===== src/hw/rtl/lap3_pkg.sv =====
// Shared types and constants for the 3x3 Laplacian stream filter.
package lap3_pkg;

  // Field widths fixed by the stream and register formats
  localparam int PIXEL_IN_BITS  = 8;
  localparam int FILT_BITS      = 11;
  localparam int CFG_WIDTH_BITS = 11;
  localparam int CFG_HGT_BITS   = 16;
  localparam int CFG_ADDR_BITS  = 3;
  localparam int CFG_DATA_BITS  = 32;

  // Register indexes (paddr bit 2)
  localparam logic [0:0] REG_IMAGE_WIDTH  = 1'b0;
  localparam logic [0:0] REG_IMAGE_HEIGHT = 1'b1;

  // Register reset values
  localparam logic [CFG_WIDTH_BITS-1:0] WIDTH_RESET  = 11'd6;
  localparam logic [CFG_HGT_BITS-1:0]   HEIGHT_RESET = 16'd6;

  // Input word
  typedef struct packed {
    logic [PIXEL_IN_BITS-1:0] pixel;
    logic                     frame_start;
  } in_word_t;

  // Result word
  typedef struct packed {
    logic signed [FILT_BITS-1:0] filtered;
    logic                        last;
  } out_word_t;

  // Register file contents handed to the datapath
  typedef struct packed {
    logic [CFG_WIDTH_BITS-1:0] image_width;
    logic [CFG_HGT_BITS-1:0]   image_height;
  } cfg_regs_t;

endpackage


===== src/hw/rtl/lap3_cfg.sv =====
// APB register file holding image width and height.
module lap3_cfg (
  input  logic                                clk,
  input  logic                                rst_n,
  input  logic                                psel,
  input  logic                                penable,
  input  logic                                pwrite,
  input  logic [lap3_pkg::CFG_ADDR_BITS-1:0]  paddr,
  input  logic [lap3_pkg::CFG_DATA_BITS-1:0]  pwdata,
  output logic [lap3_pkg::CFG_DATA_BITS-1:0]  prdata,
  output logic                                pready,
  output lap3_pkg::cfg_regs_t                 regs
);
  import lap3_pkg::*;

  logic [CFG_WIDTH_BITS-1:0] width_r, width_nxt;
  logic [CFG_HGT_BITS-1:0]   height_r, height_nxt;
  logic                      wr_en;

  assign pready = 1'b1;
  assign wr_en  = psel && penable && pwrite && pready;

  // Decode the write in the access phase
  always_comb begin
    width_nxt  = width_r;
    height_nxt = height_r;
    if (wr_en) begin
      case (paddr[2])
        REG_IMAGE_WIDTH:  width_nxt  = pwdata[CFG_WIDTH_BITS-1:0];
        REG_IMAGE_HEIGHT: height_nxt = pwdata[CFG_HGT_BITS-1:0];
        default: ;
      endcase
    end
  end

  always_ff @(posedge clk) begin
    if (!rst_n) begin
      width_r  <= WIDTH_RESET;
      height_r <= HEIGHT_RESET;
    end else begin
      width_r  <= width_nxt;
      height_r <= height_nxt;
    end
  end

  // Read back the selected register
  always_comb begin
    case (paddr[2])
      REG_IMAGE_WIDTH:  prdata = {{(CFG_DATA_BITS-CFG_WIDTH_BITS){1'b0}}, width_r};
      REG_IMAGE_HEIGHT: prdata = {{(CFG_DATA_BITS-CFG_HGT_BITS){1'b0}}, height_r};
      default:          prdata = '0;
    endcase
  end

  assign regs.image_width  = width_r;
  assign regs.image_height = height_r;

endmodule


===== config.mk =====
export PLATFORM = sky130hd
export DESIGN_NAME = lap3_cfg
export DESIGN_NICKNAME = d
export VERILOG_FILES = /design/src/hw/rtl/lap3_pkg.sv /design/src/hw/rtl/lap3_cfg.sv
export SDC_FILE = /design/constraint.sdc
export NUM_CORES = 1
export LEC_CHECK = 0
export BUFFER_PORTS_ARGS = -buffer_cell sky130_fd_sc_hd__buf_2
export CAP_MARGIN = 20
export CORE_UTILIZATION = 40
export CTS_BUF_LIST = sky130_fd_sc_hd__clkbuf_4 sky130_fd_sc_hd__clkbuf_8
export DETAILED_ROUTE_END_ITERATION = 8
export PLACE_DENSITY = 0.81
export SYNTH_ARGS = -nofsm -noshare
export SYNTH_HDL_FRONTEND = slang
export SYNTH_SLANG_ARGS = --single-unit

===== constraint.sdc =====
create_clock -name clk -period 1.3 [get_ports clk]
set_clock_uncertainty 0.15 [all_clocks]
set_input_delay 0.26 -clock clk [delete_from_list [all_inputs] [get_ports clk]]
set_output_delay 0.26 -clock clk [all_outputs]
set_load 0.05 [all_outputs]

==> summary.txt <==
Setup path
  • Capturing point of the worst reg2reg path: height_r[7]$_SDFFE_PN0P_
  • Crit-path max FO: 3
  • Worst path required time: 0.89 ns
  • Reg2reg path depth: 4
  • WP data arrival: 1.13 ns
  • R2R Setup Slk: 0.34 ns
  • Nature of the critical path endpoint: output pin
  • Setup Crit Path Kind: register to output pin
  • Reg2reg start: height_r[7]$_SDFFE_PN0P_
  • CP Launch Type: register

Final layout
  • Syn-to-layout area delta: 76.1%
  • Design area: 2430 um2
  • Final-layout fill cell count: 186
  • Share of post-route cells with drive strength above 1: 60.8%
  • Post-Layout Cell Count: 276
  • Diodes inserted: 0
  • Final #Nets: 273

Status
  • Failing checks: negative setup slack
  • Status: complete, but fails checks

Floorplan
  • Core ar.: 3150 um2
  • Die height: 60.7 um
  • Starting Density: 43.7%
  • Full die area: 3680 um2
  • Boundary Pins: 100
  • Width of the die: 60.7 um
  • # rows: 20

Logic synthesis
  • Compound-Gate Fraction of Synth Area: 0%
  • Synth unique cells: 15
  • Post-synthesis mux area share: 28.6%
  • Largest cells by area after synthesis: dfxtp_1, mux2i_1, nand2_1
  • Synth Register Bits: 27
  • Post-Synth Adder-Cell Area: 0%
  • Seq/Total Area, Yosys: 39.2%
  • Largest family of logic cells by synthesized area: multiplexers
  • Commonest cells post-synth: nand2_1, dfxtp_1, mux2i_1, buf_4, mux2_2
  • Post-synth EDFFs: 0
  • Post-Synth XOR/XNOR Area: 0%
  • Post-Synthesis Cells: 145
  • Synth Area in Simple Gates: 18.0%
  • Synth Cell Area: 1380 um2
  • Avg Cell Area, Syn: 9.50 um2
  • Synth warnings: 0
  • Most common flop cell mapped by yosys: dfxtp_1
  • Ys async rst share: 0%
  • Yosys top cell area share: 39.2%
  • Most frequent cell after synthesis: nand2_1
  • Most area-hungry cell type in the Yosys netlist: dfxtp_1

Global route
  • GRT overflow: 0
  • Vias in the first global route: 1253
  • Pin count of the biggest net entering global routing: 23
  • Gr usage total: 21.5%
  • Initial antenna violation count: 0
  • Global-route wire length before repair: 5730 um

Timing
  • Final Hold Viols: 0
  • Endpoints failing setup: 35
  • Highest Clock Rate: 0.651 GHz
  • Final period utilization: 118%
  • Unrepaired setup endpoints after global routing: yes
  • Fin crit period: 1.54 ns
  • Final WS setup: -0.237 ns
  • Max Slew Vio Count: 0

Clocking
  • H-Tree Depth: 1
  • Clock transition at path regs: 0.15 ns
  • TritonCTS clock tree: built
  • CTS Buf Count: 3
  • Clk_lat worst skew: 0.33 ns
  • Root buf cell: clkbuf_4
  • CTS sink count: 27
  • Clock tree buffer depth: 2

Placed design
  • Dpl cells: 246
  • Gpl congestion: 0.680
  • Hpwl dp: 2120 um
  • IO buf count: 64
  • DP Area: 1740 um2
  • Place WS: -0.317 ns

Job
  • Max cap viols: 0

Hold path
  • Hold Crit Endpoint: height_r[11]$_SDFFE_PN0P_
  • Worst Hold Depth: 3
  • Hold Startpoint: pwdata[11]
  • Hold crit path type: input port to register

Pwr
  • VDD IR max: 0.383 mV
  • Leak: 1.25 nW
  • P per Cell Area: 713 nW/um2

Detailed routing
  • Antenna Nets Post-Route: 0
  • Total routed wirelength: 4170 um
  • Initial DRT Pass Iterations: 4
  • Vias: 1308
  • DRC: 0
  • DR WL/cell: 15.1 um
  • Drt first-iter violations: 51
  • Routed vias/inst: 4.74
-- where the power goes --
group	switching, mW	internal, mW
registers	0.0161	0.847
clock network	0.257	0.118
logic	0.318	0.175
-- state kept, by name, summed over array words and instances (netlist names) --
register and count:
height_r 16, width_r 11
-- worst max-delay path by stage --
stage / start / end / slack, ns
3_5_place_dp: paddr[2] / prdata[1] / -0.32
5_1_grt: height_r[6]$_SDFFE_PN0P_ / prdata[6] / -0.28
4_1_cts: height_r[2]$_SDFFE_PN1P_ / prdata[2] / -0.23
6_report: height_r[6]$_SDFFE_PN0P_ / prdata[6] / -0.24
2_1_floorplan: height_r[11]$_SDFFE_PN0P_ / prdata[11] / -0.13
3_3_place_gp: paddr[2] / prdata[1] / -0.31
-- layer usage --
metal	part of all wire (%)	vias up	global-route usage, %
li1	-	613	-
met1	36	622	21.5
met2	56	61	43.2
met3	4.2	12	2.99
met4	3.0	0	9.74
met5	0	-	0
-- what timing repair did --
| action | 4_1_cts | 5_1_grt |
|---|---|---|
| endpoints found under the setup margin | 43 | 43 |
| resized for setup | 119 | 32 |
| endpoints found under the hold margin | 1 | 1 |
| hold buffers | 1 | 1 |
| buffers inserted | 16 | 17 |
-- cell usage in the layout (no fill, tap or decap), drive strengths merged --
cell type    count
clkinvlp         1
and2             5
dlygate4sd3      2
nand4b           1
mux2            11
dfxtp           27
mux2i           27
nand4            1
buf             93
nand2           37
and4b            1
conb            17
clkbuf           3
nor2b            6
-- through the flow --
step           hold slack, ns  utilization, %  power (mW)  setup TNS [ns]
2_1_floorplan           0.241               -        1.23          -0.134
4_1_cts              0.000980            72.3        1.71           -3.77
6_report               0.0171            76.9        1.73           -3.74
3_3_place_gp            0.298            55.2        1.26           -6.14
3_5_place_dp            0.307            55.2        1.27           -6.70
5_1_grt                0.0106            76.9        1.81           -5.52
-- final cells by class --
type,count,area (um2),share of cell area [%]
clock buffer,3,22.5,0.928
clock inverter,1,7.51,0.309
multi-input combinational,106,741,30.5
sequential,27,577,23.8
tap,44,55.1,2.27
timing repair buffer,95,1020,42.2
-- kinds of logic after synthesis --
| logic type | Yosys count |
|---|---|
| other | 2 |
| buffers and inverters | 27 |
| and+or+nand+nor | 51 |
| DFF | 27 |
| muxes | 38 |
-- critical path, stage by stage (launching register included) --
cell     delay, ns
dfxtp_2       0.38
mux2_4        0.27
buf_6         0.15
Power figures use the tool's default switching activity.
