File: src/hw/rtl/lap3_col_cell.sv
// One window column (top, middle, bottom), passed to the next cell on shift.
module lap3_col_cell #(
  parameter int PB = 8
) (
  input  logic          clk,
  input  logic          rst_n,
  input  logic          shift_en,
  input  logic [PB-1:0] top_in,
  input  logic [PB-1:0] mid_in,
  input  logic [PB-1:0] bot_in,
  output logic [PB-1:0] top_out,
  output logic [PB-1:0] mid_out,
  output logic [PB-1:0] bot_out
);

  logic [PB-1:0] top_r, mid_r, bot_r;

  // Load the column from the neighbor on each shift
  always_ff @(posedge clk) begin
    if (!rst_n) begin
      top_r <= '0;
      mid_r <= '0;
      bot_r <= '0;
    end else if (shift_en) begin
      top_r <= top_in;
      mid_r <= mid_in;
      bot_r <= bot_in;
    end
  end

  assign top_out = top_r;
  assign mid_out = mid_r;
  assign bot_out = bot_r;

endmodule

File: config.mk
export PLATFORM = sky130hd
export DESIGN_NAME = lap3_col_cell
export DESIGN_NICKNAME = d
export VERILOG_FILES = /design/src/hw/rtl/lap3_col_cell.sv
export SDC_FILE = /design/constraint.sdc
export NUM_CORES = 1
export LEC_CHECK = 0
export BUFFER_PORTS_ARGS = -buffer_cell sky130_fd_sc_hd__buf_2
export CAP_MARGIN = 10
export CORE_MARGIN = 3
export CORE_UTILIZATION = 45
export CTS_BUF_LIST = sky130_fd_sc_hd__clkbuf_4 sky130_fd_sc_hd__clkbuf_8
export CTS_CLUSTER_SIZE = 8
export DETAILED_ROUTE_END_ITERATION = 16
export GPL_TIMING_DRIVEN = 1
export PLACE_DENSITY = 0.81
export SLEW_MARGIN = 20
export SYNTH_ARGS = -nofsm -noshare
export SYNTH_HDL_FRONTEND = slang
export SYNTH_SLANG_ARGS = --single-unit
File: constraint.sdc
create_clock -name clk -period 0.8 [get_ports clk]
set_input_delay 0.12 -clock clk [delete_from_list [all_inputs] [get_ports clk]]
set_output_delay 0.12 -clock clk [all_outputs]
set_load 0.02 [all_outputs]
==> results.py, run 1 <==
metrics = {
    "synthesis": {
        "synth_area_leaders": "dfxtp_1 52%, mux2i_1 26%, nor2b_1 16%",
        "syn_inst": 77,
        "ys_ff_latch": 24,
        "synth_warnings": 0,
        "synth.top_cell.area_share_pct": 51.7,
        "synth_area_um2": 930,
        "seq_area_frac_synth_pct": 51.7,
        "synthesis.nets": 104,
        "synth_cell_types": 6,
        "synth_area_leader_cell": "dfxtp_1",
        "async_flop_share_pct": 0,
        "yosys_most_used_dff": "dfxtp_1",
        "synth-edff-count": 0,
        "avgSynthCellArea_um2": 12.1,
        "synth_common_cells": "24 x dfxtp_1, 24 x mux2i_1, 24 x nor2b_1",
    },
    "power_and_ir_drop": {
        "p_total_w": 0.00248,
        "power_switching_w": 0.000620,
        "switching_share_pct": 25.0,
        "p_comb_share_pct": 21.0,
        "ir_worst_vdd_uv": 1290,
        "leakage_nw": 0.706,
        "seqPwrFrac_pct": 53.7,
        "p_clk_share_pct": 25.2,
        "internal_power_w": 0.00186,
        "power_density_mw_per_mm2": 1710,
    },
    "status": {
        "outcome": "finished with violations",
        "violations": "setup timing",
    },
    "timing": {
        "setup_slack_ps": -104,
        "finalHoldViolations": 0,
        "finalCritPeriodShare_pct": 113,
        "finalCriticalPeriod_ps": 904,
        "tightest_slew_ps": 306,
        "relSlewSlack_pct": 79.6,
        "finalMaxSlewViolations": 0,
        "hold-worst-slack_ps": 59.1,
        "finClkSkew_ps": 0,
        "fmax_ghz": 1.11,
        "rsz0062_at_grt": "yes",
        "setup_viol": 25,
    },
    "critical_path": {
        "crit_required_ps": 680,
        "crit_chain": "buf_6",
        "slowest_stage": "dfxtp_2",
        "cp_max_fo": 2,
        "max_stage_delay_ps": 360,
        "start_kind": "flop",
        "cp_num_buf_inv": 1,
        "end_kind": "output port",
        "criticalPathCategory": "reg2out",
        "critPathArrivalTime_ps": 780,
        "crit_family": "flip-flops",
    },
    "grt": {
        "gr-total-overflow": 0,
        "grt_pass1_vias": 722,
        "track_usage_pct": 16.3,
        "grt_pass1_wl_um": 3200,
        "grt_max_degree": 25,
        "antenna_found_initial": 0,
    },
    "clocking": {
        "cts_tree": "done",
        "cts.sinks": 24,
        "path_clk_slew_ps": 130,
        "clockRootBuffer": "clkbuf_4",
        "cts_buffer_depth": 2,
        "cts_max_level": 1,
        "clk_latency_ps": 310,
        "numCtsBuffers": 3,
    },
    "cells_and_area": {
        "area_growth_pct": 56.0,
        "layout-drive-gt1-share_pct": 63.9,
        "fillers": 129,
        "n_antenna_cell": 0,
        "final_cells": 158,
        "nets": 161,
    },
    "floorplanning": {
        "die_h_um": 51.5,
        "core_area_mm2": 0.00184,
        "num_rows": 15,
        "io_pins": 51,
        "fp.dieArea_mm2": 0.00265,
        "fp.dieW_um": 51.5,
        "initial_core_util_pct": 50.5,
    },
    "placement": {
        "pre_cts_ws_ps": -14.6,
        "place_congestion": 0.654,
        "placedCellCount": 149,
        "dp_hpwl_um": 1310,
        "io_buffer_count": 50,
    },
    "hold_path": {
        "worstHoldPathType": "in2reg",
    },
    "job": {
        "maxCapViolCount": 0,
    },
    "routing": {
        "avgRoutedWirePerCell_um": 13.0,
        "wirelength_um": 2050,
        "drt_iter0_markers": 1,
        "vias_per_cell": 4.53,
        "ant_nets": 0,
        "firstDrtPassIters": 2,
        "route.detailed.drc": 0,
        "routed-via-count": 715,
    },
}
==> kinds of logic (layout without fill, tap and decap cells) <==
| group | count (synthesis) | after routing | share of synthesized area, % |
|---|---|---|---|
| DFF | 24 | 24 | 51.7 |
| and+or+nand+nor | 24 | 24 | 16.2 |
| buffers and inverters | 5 | 61 | 6.33 |
| muxes | 24 | 24 | 25.8 |
==> placed cells by master, fill, tap and decap left out, drive strengths merged <==
| master | count |
|---|---|
| mux2i | 24 |
| clkbuf | 4 |
| buf | 57 |
| nor2b | 24 |
| dfxtp | 24 |
==> what timing repair did <==
action                     CTS  global route
pin swaps                    0             0
hold endpoints to repair     0             0
buffers inserted             0             5
setup endpoints to repair   24            24
resized for setup           72             1
hold buffers                 0             0
==> metal layers <==
metal  GRT usage, %  up-vias  part of all wire (%)
li1               -      363                     -
met1           20.4      325                    40
met2           27.5       25                    54
met3           2.92        2                   6.1
met4           6.55        0                  0.68
met5              0        -                     0
==> registers in the layout, indices dropped and copies added, names as in the netlist <==
| register | cells |
|---|---|
| mid_out | 8 |
| top_out | 8 |
| bot_out | 8 |
==> cell type report <==
class	count	area (um^2)	share of cell area, %
clock buffers	4	36.3	2.50
repair buffers	57	482	33.2
multi-input cells	48	390	26.9
well taps	25	31.3	2.16
flip-flops and latches	24	510	35.2
==> power by group through the flow <==
| stage | sequential (W) | clock, W | combinational, W |
|---|---|---|---|
| floorplan | 0.00141 | 0 | 0.000176 |
| global placement | 0.00132 | 0 | 0.000407 |
| detailed placement | 0.00133 | 0 | 0.000414 |
| CTS | 0.00133 | 0.000650 | 0.000496 |
| global route | 0.00134 | 0.000696 | 0.000564 |
| finish | 0.00133 | 0.000624 | 0.000521 |
==> through the flow <==
step	cell area, um^2	utilization (%)	setup TNS [ps]
2_1_floorplan	930	-	0
3_3_place_gp	1190	64.8	0
3_5_place_dp	1190	64.8	-62.0
4_1_cts	1410	76.6	-2680
5_1_grt	1450	78.8	-3220
6_report	1450	78.8	-2300
==> path summary, 6_finish.rpt <==
check,from,end,slack (ps),depth (start not counted)
worst max register to register,mid_out[5]$_SDFFE_PN0P_,mid_out[5]$_SDFFE_PN0P_,0,3
worst min register to register,bot_out[4]$_SDFFE_PN0P_,bot_out[4]$_SDFFE_PN0P_,540,2
worst min-delay path,bot_in[4],bot_out[4]$_SDFFE_PN0P_,60,3
worst max-delay path,bot_out[5]$_SDFFE_PN0P_,bot_out[5],-100,1
No activity file was read; power rests on OpenSTA's default activity.
==> inputs of run 2 (changes only) <==
Settings changed: ABC_AREA set to 1, PLACE_DENSITY 0.81 to 0.8.
==> run 2 against run 1 <==
The flow still finishes with violations (setup timing). Clock skew unchanged. Hold slack better by 14 ps. Sequential cell count unchanged. Clock-buffer cell count down 1. Sequential share of layout area down 0.89 points. Global-route usage up 0.47 points. Via count up 33%.
==> results.py, run 2 <==
metrics = {
    "synthesis": {
        "synthesis.nets": 178,
        "async_flop_share_pct": 0,
        "avgSynthCellArea_um2": 6.50,
        "seq_area_frac_synth_pct": 49.0,
        "synth.top_cell.area_share_pct": 49.0,
        "synth_common_cells": "48 x nand2_1, 48 x nor2_1, 24 x dfxtp_1, 24 x inv_1, 4 x buf_2",
        "synth_top_family_by_area": "simple AND/OR/NAND/NOR gates",
        "synth-edff-count": 0,
        "synth_area_leaders": "dfxtp_1 49%, nand2_1 18%, nor2_1 18%",
        "synth_area_um2": 981,
        "synth_warnings": 0,
        "synth_area_leader_cell": "dfxtp_1",
        "synth-simple-area-share_pct": 36.7,
        "yosys_most_used_dff": "dfxtp_1",
        "muxShareOfSynthArea_pct": 0,
        "ys_ff_latch": 24,
        "synth-xor-area-share_pct": 0,
        "synth_compound_area_share_pct": 0,
        "synth_fa_ha_area_share_pct": 0,
        "syn_inst": 151,
        "synth_cell_types": 7,
    },
    "placement": {
        "dp_hpwl_um": 1530,
        "postPlaceCellArea_mm2": 0.00125,
        "place_congestion": 0.638,
        "io_buffer_count": 50,
        "placedCellCount": 223,
    },
    "clocking": {
        "cts_buffer_depth": 2,
        "postCtsSetupBuffers": 0,
        "clockRootBuffer": "clkbuf_4",
        "clk_latency_ps": 310,
        "numCtsBuffers": 3,
        "cts.sinks": 24,
        "cts_tree": "done",
        "ctsHoldBuffers": 0,
        "path_clk_slew_ps": 130,
        "cts_max_level": 1,
    },
    "cells_and_area": {
        "layout-drive-gt1-share_pct": 40.0,
        "layout_common_cells": "48 x nor2_1, 48 x nand2_1, 26 x buf_2",
        "final_cells": 227,
        "nets": 228,
        "seqCellArea_um2": 510,
        "fillers": 176,
        "multiInputGateArea_um2": 360,
        "n_antenna_cell": 0,
        "area_growth_pct": 51.7,
        "fin_area_mm2": 0.00149,
    },
    "timing": {
        "finalHoldViolations": 0,
        "tightest_slew_ps": 401,
        "setup_viol": 24,
        "rsz0062_at_grt": "yes",
        "finalCritPeriodShare_pct": 115,
        "relSlewSlack_pct": 73.3,
        "finalCriticalPeriod_ps": 919,
        "final.setup.tns_ps": -2550,
        "fmax_ghz": 1.09,
        "setup_slack_ps": -119,
        "finClkSkew_ps": 0,
        "hold-worst-slack_ps": 73.1,
        "finalMaxSlewViolations": 0,
    },
    "grt": {
        "grtUsageMet3_pct": 4.56,
        "grt.met1_usage_pct": 17.7,
        "grt_max_degree": 27,
        "grt_pass1_wl_um": 3430,
        "busiest_layer": "met2",
        "use_met2_pct": 31.8,
        "track_usage_pct": 16.8,
        "gr-total-overflow": 0,
        "grt_pass1_vias": 818,
        "antenna_found_initial": 0,
    },
    "critical_path": {
        "end_kind": "output port",
        "criticalPathCategory": "reg2out",
        "crit_required_ps": 680,
        "cp_max_fo": 2,
        "cp_num_buf_inv": 1,
        "rrSetupSlack_ps": 200,
        "start_kind": "flop",
        "slowest_stage": "dfxtp_2",
        "max_stage_delay_ps": 370,
        "crit_family": "flip-flops",
        "critPathArrivalTime_ps": 800,
        "crit_chain": "buf_6",
    },
    "routing": {
        "route.detailed.drc": 0,
        "drt_iter0_markers": 11,
        "avgRoutedWirePerCell_um": 9.59,
        "wirelength_um": 2180,
        "vias_per_cell": 4.20,
        "firstDrtPassIters": 4,
        "routed-via-count": 953,
        "ant_nets": 0,
    },
    "floorplanning": {
        "num_rows": 16,
        "die_h_um": 52.7,
        "core_area_mm2": 0.00202,
        "fp.dieW_um": 52.7,
        "io_pins": 51,
        "fp.dieArea_mm2": 0.00278,
        "initial_core_util_pct": 48.5,
    },
    "hold_path": {
        "worstHoldPathType": "in2reg",
    },
    "status": {
        "violations": "setup timing",
        "outcome": "finished with violations",
    },
    "power_and_ir_drop": {
        "leakage_nw": 0.852,
        "ir_worst_vdd_uv": 1580,
        "power_density_mw_per_mm2": 1880,
    },
    "job": {
        "maxCapViolCount": 0,
    },
}
==> run 2: cell types whose count changed in the layout (fill, tap and decap cells not counted) <==
cell / previous run / this run
nand2_1: 0 / 48
clkbuf_8: 1 / 0
bufinv_16: 0 / 1
nor2_1: 0 / 48
buf_6: 25 / 24
nor2b_1: 24 / 0
mux2i_1: 24 / 0
inv_1: 0 / 24
buf_4: 4 / 0
==> run 2: worst paths after layout <==
check	from	end	depth (start not counted)
worst max-delay path	bot_out[7]$_SDFFE_PN0P_	bot_out[7]	1
worst min-delay path	mid_in[4]	mid_out[4]$_SDFFE_PN0P_	5
worst max register to register	mid_out[0]$_SDFFE_PN0P_	mid_out[0]$_SDFFE_PN0P_	2
worst min register to register	bot_out[3]$_SDFFE_PN0P_	bot_out[3]$_SDFFE_PN0P_	2
==> run 2: layout make-up <==
| cell class | instances | share of cell area [%] |
|---|---|---|
| Timing Repair Buffer | 52 | 29.6 |
| Clock inverter | 1 | 2.02 |
| Tap cell | 27 | 2.27 |
| Inverter | 24 | 6.06 |
| Sequential cell | 24 | 34.3 |
| Clock buffer | 3 | 1.51 |
| Multi-Input combinational cell | 96 | 24.2 |
==> run 2: metal layers <==
metal,routed length (um),vias up
met1,880,392
met2,1100,37
met4,20,0
met5,0,-
li1,-,520
met3,173,4
==> run 2: stage by stage <==
step	util (%)	total power [W]	setup slack (ps)
6_report	73.6	0.00280	-119
5_1_grt	73.6	0.00294	-160
4_1_cts	73.6	0.00282	-123
3_5_place_dp	62.1	0.00182	35.4
3_3_place_gp	62.1	0.00181	90.8
2_1_floorplan	-	0.00164	160
==> run 2: logic make-up (layout without fill, tap and decap cells) <==
family,count (synthesis),after routing
buffers and inverters,31,80
DFF,24,24
and+or+nand+nor,96,96
==> run 2: repair_timing <==
action                                  CTS  global route
endpoints found under the setup margin   24            24
resized for setup                        72             0
pin swaps                                 0             0
==> run 2: power breakdown <==
group | switching, W | internal [W] | leakage [nW]
clock network | 0.000368 | 0.000506 | 0.0279
logic | 0.000288 | 0.000285 | 0.618
registers | 0.0000592 | 0.00130 | 0.206
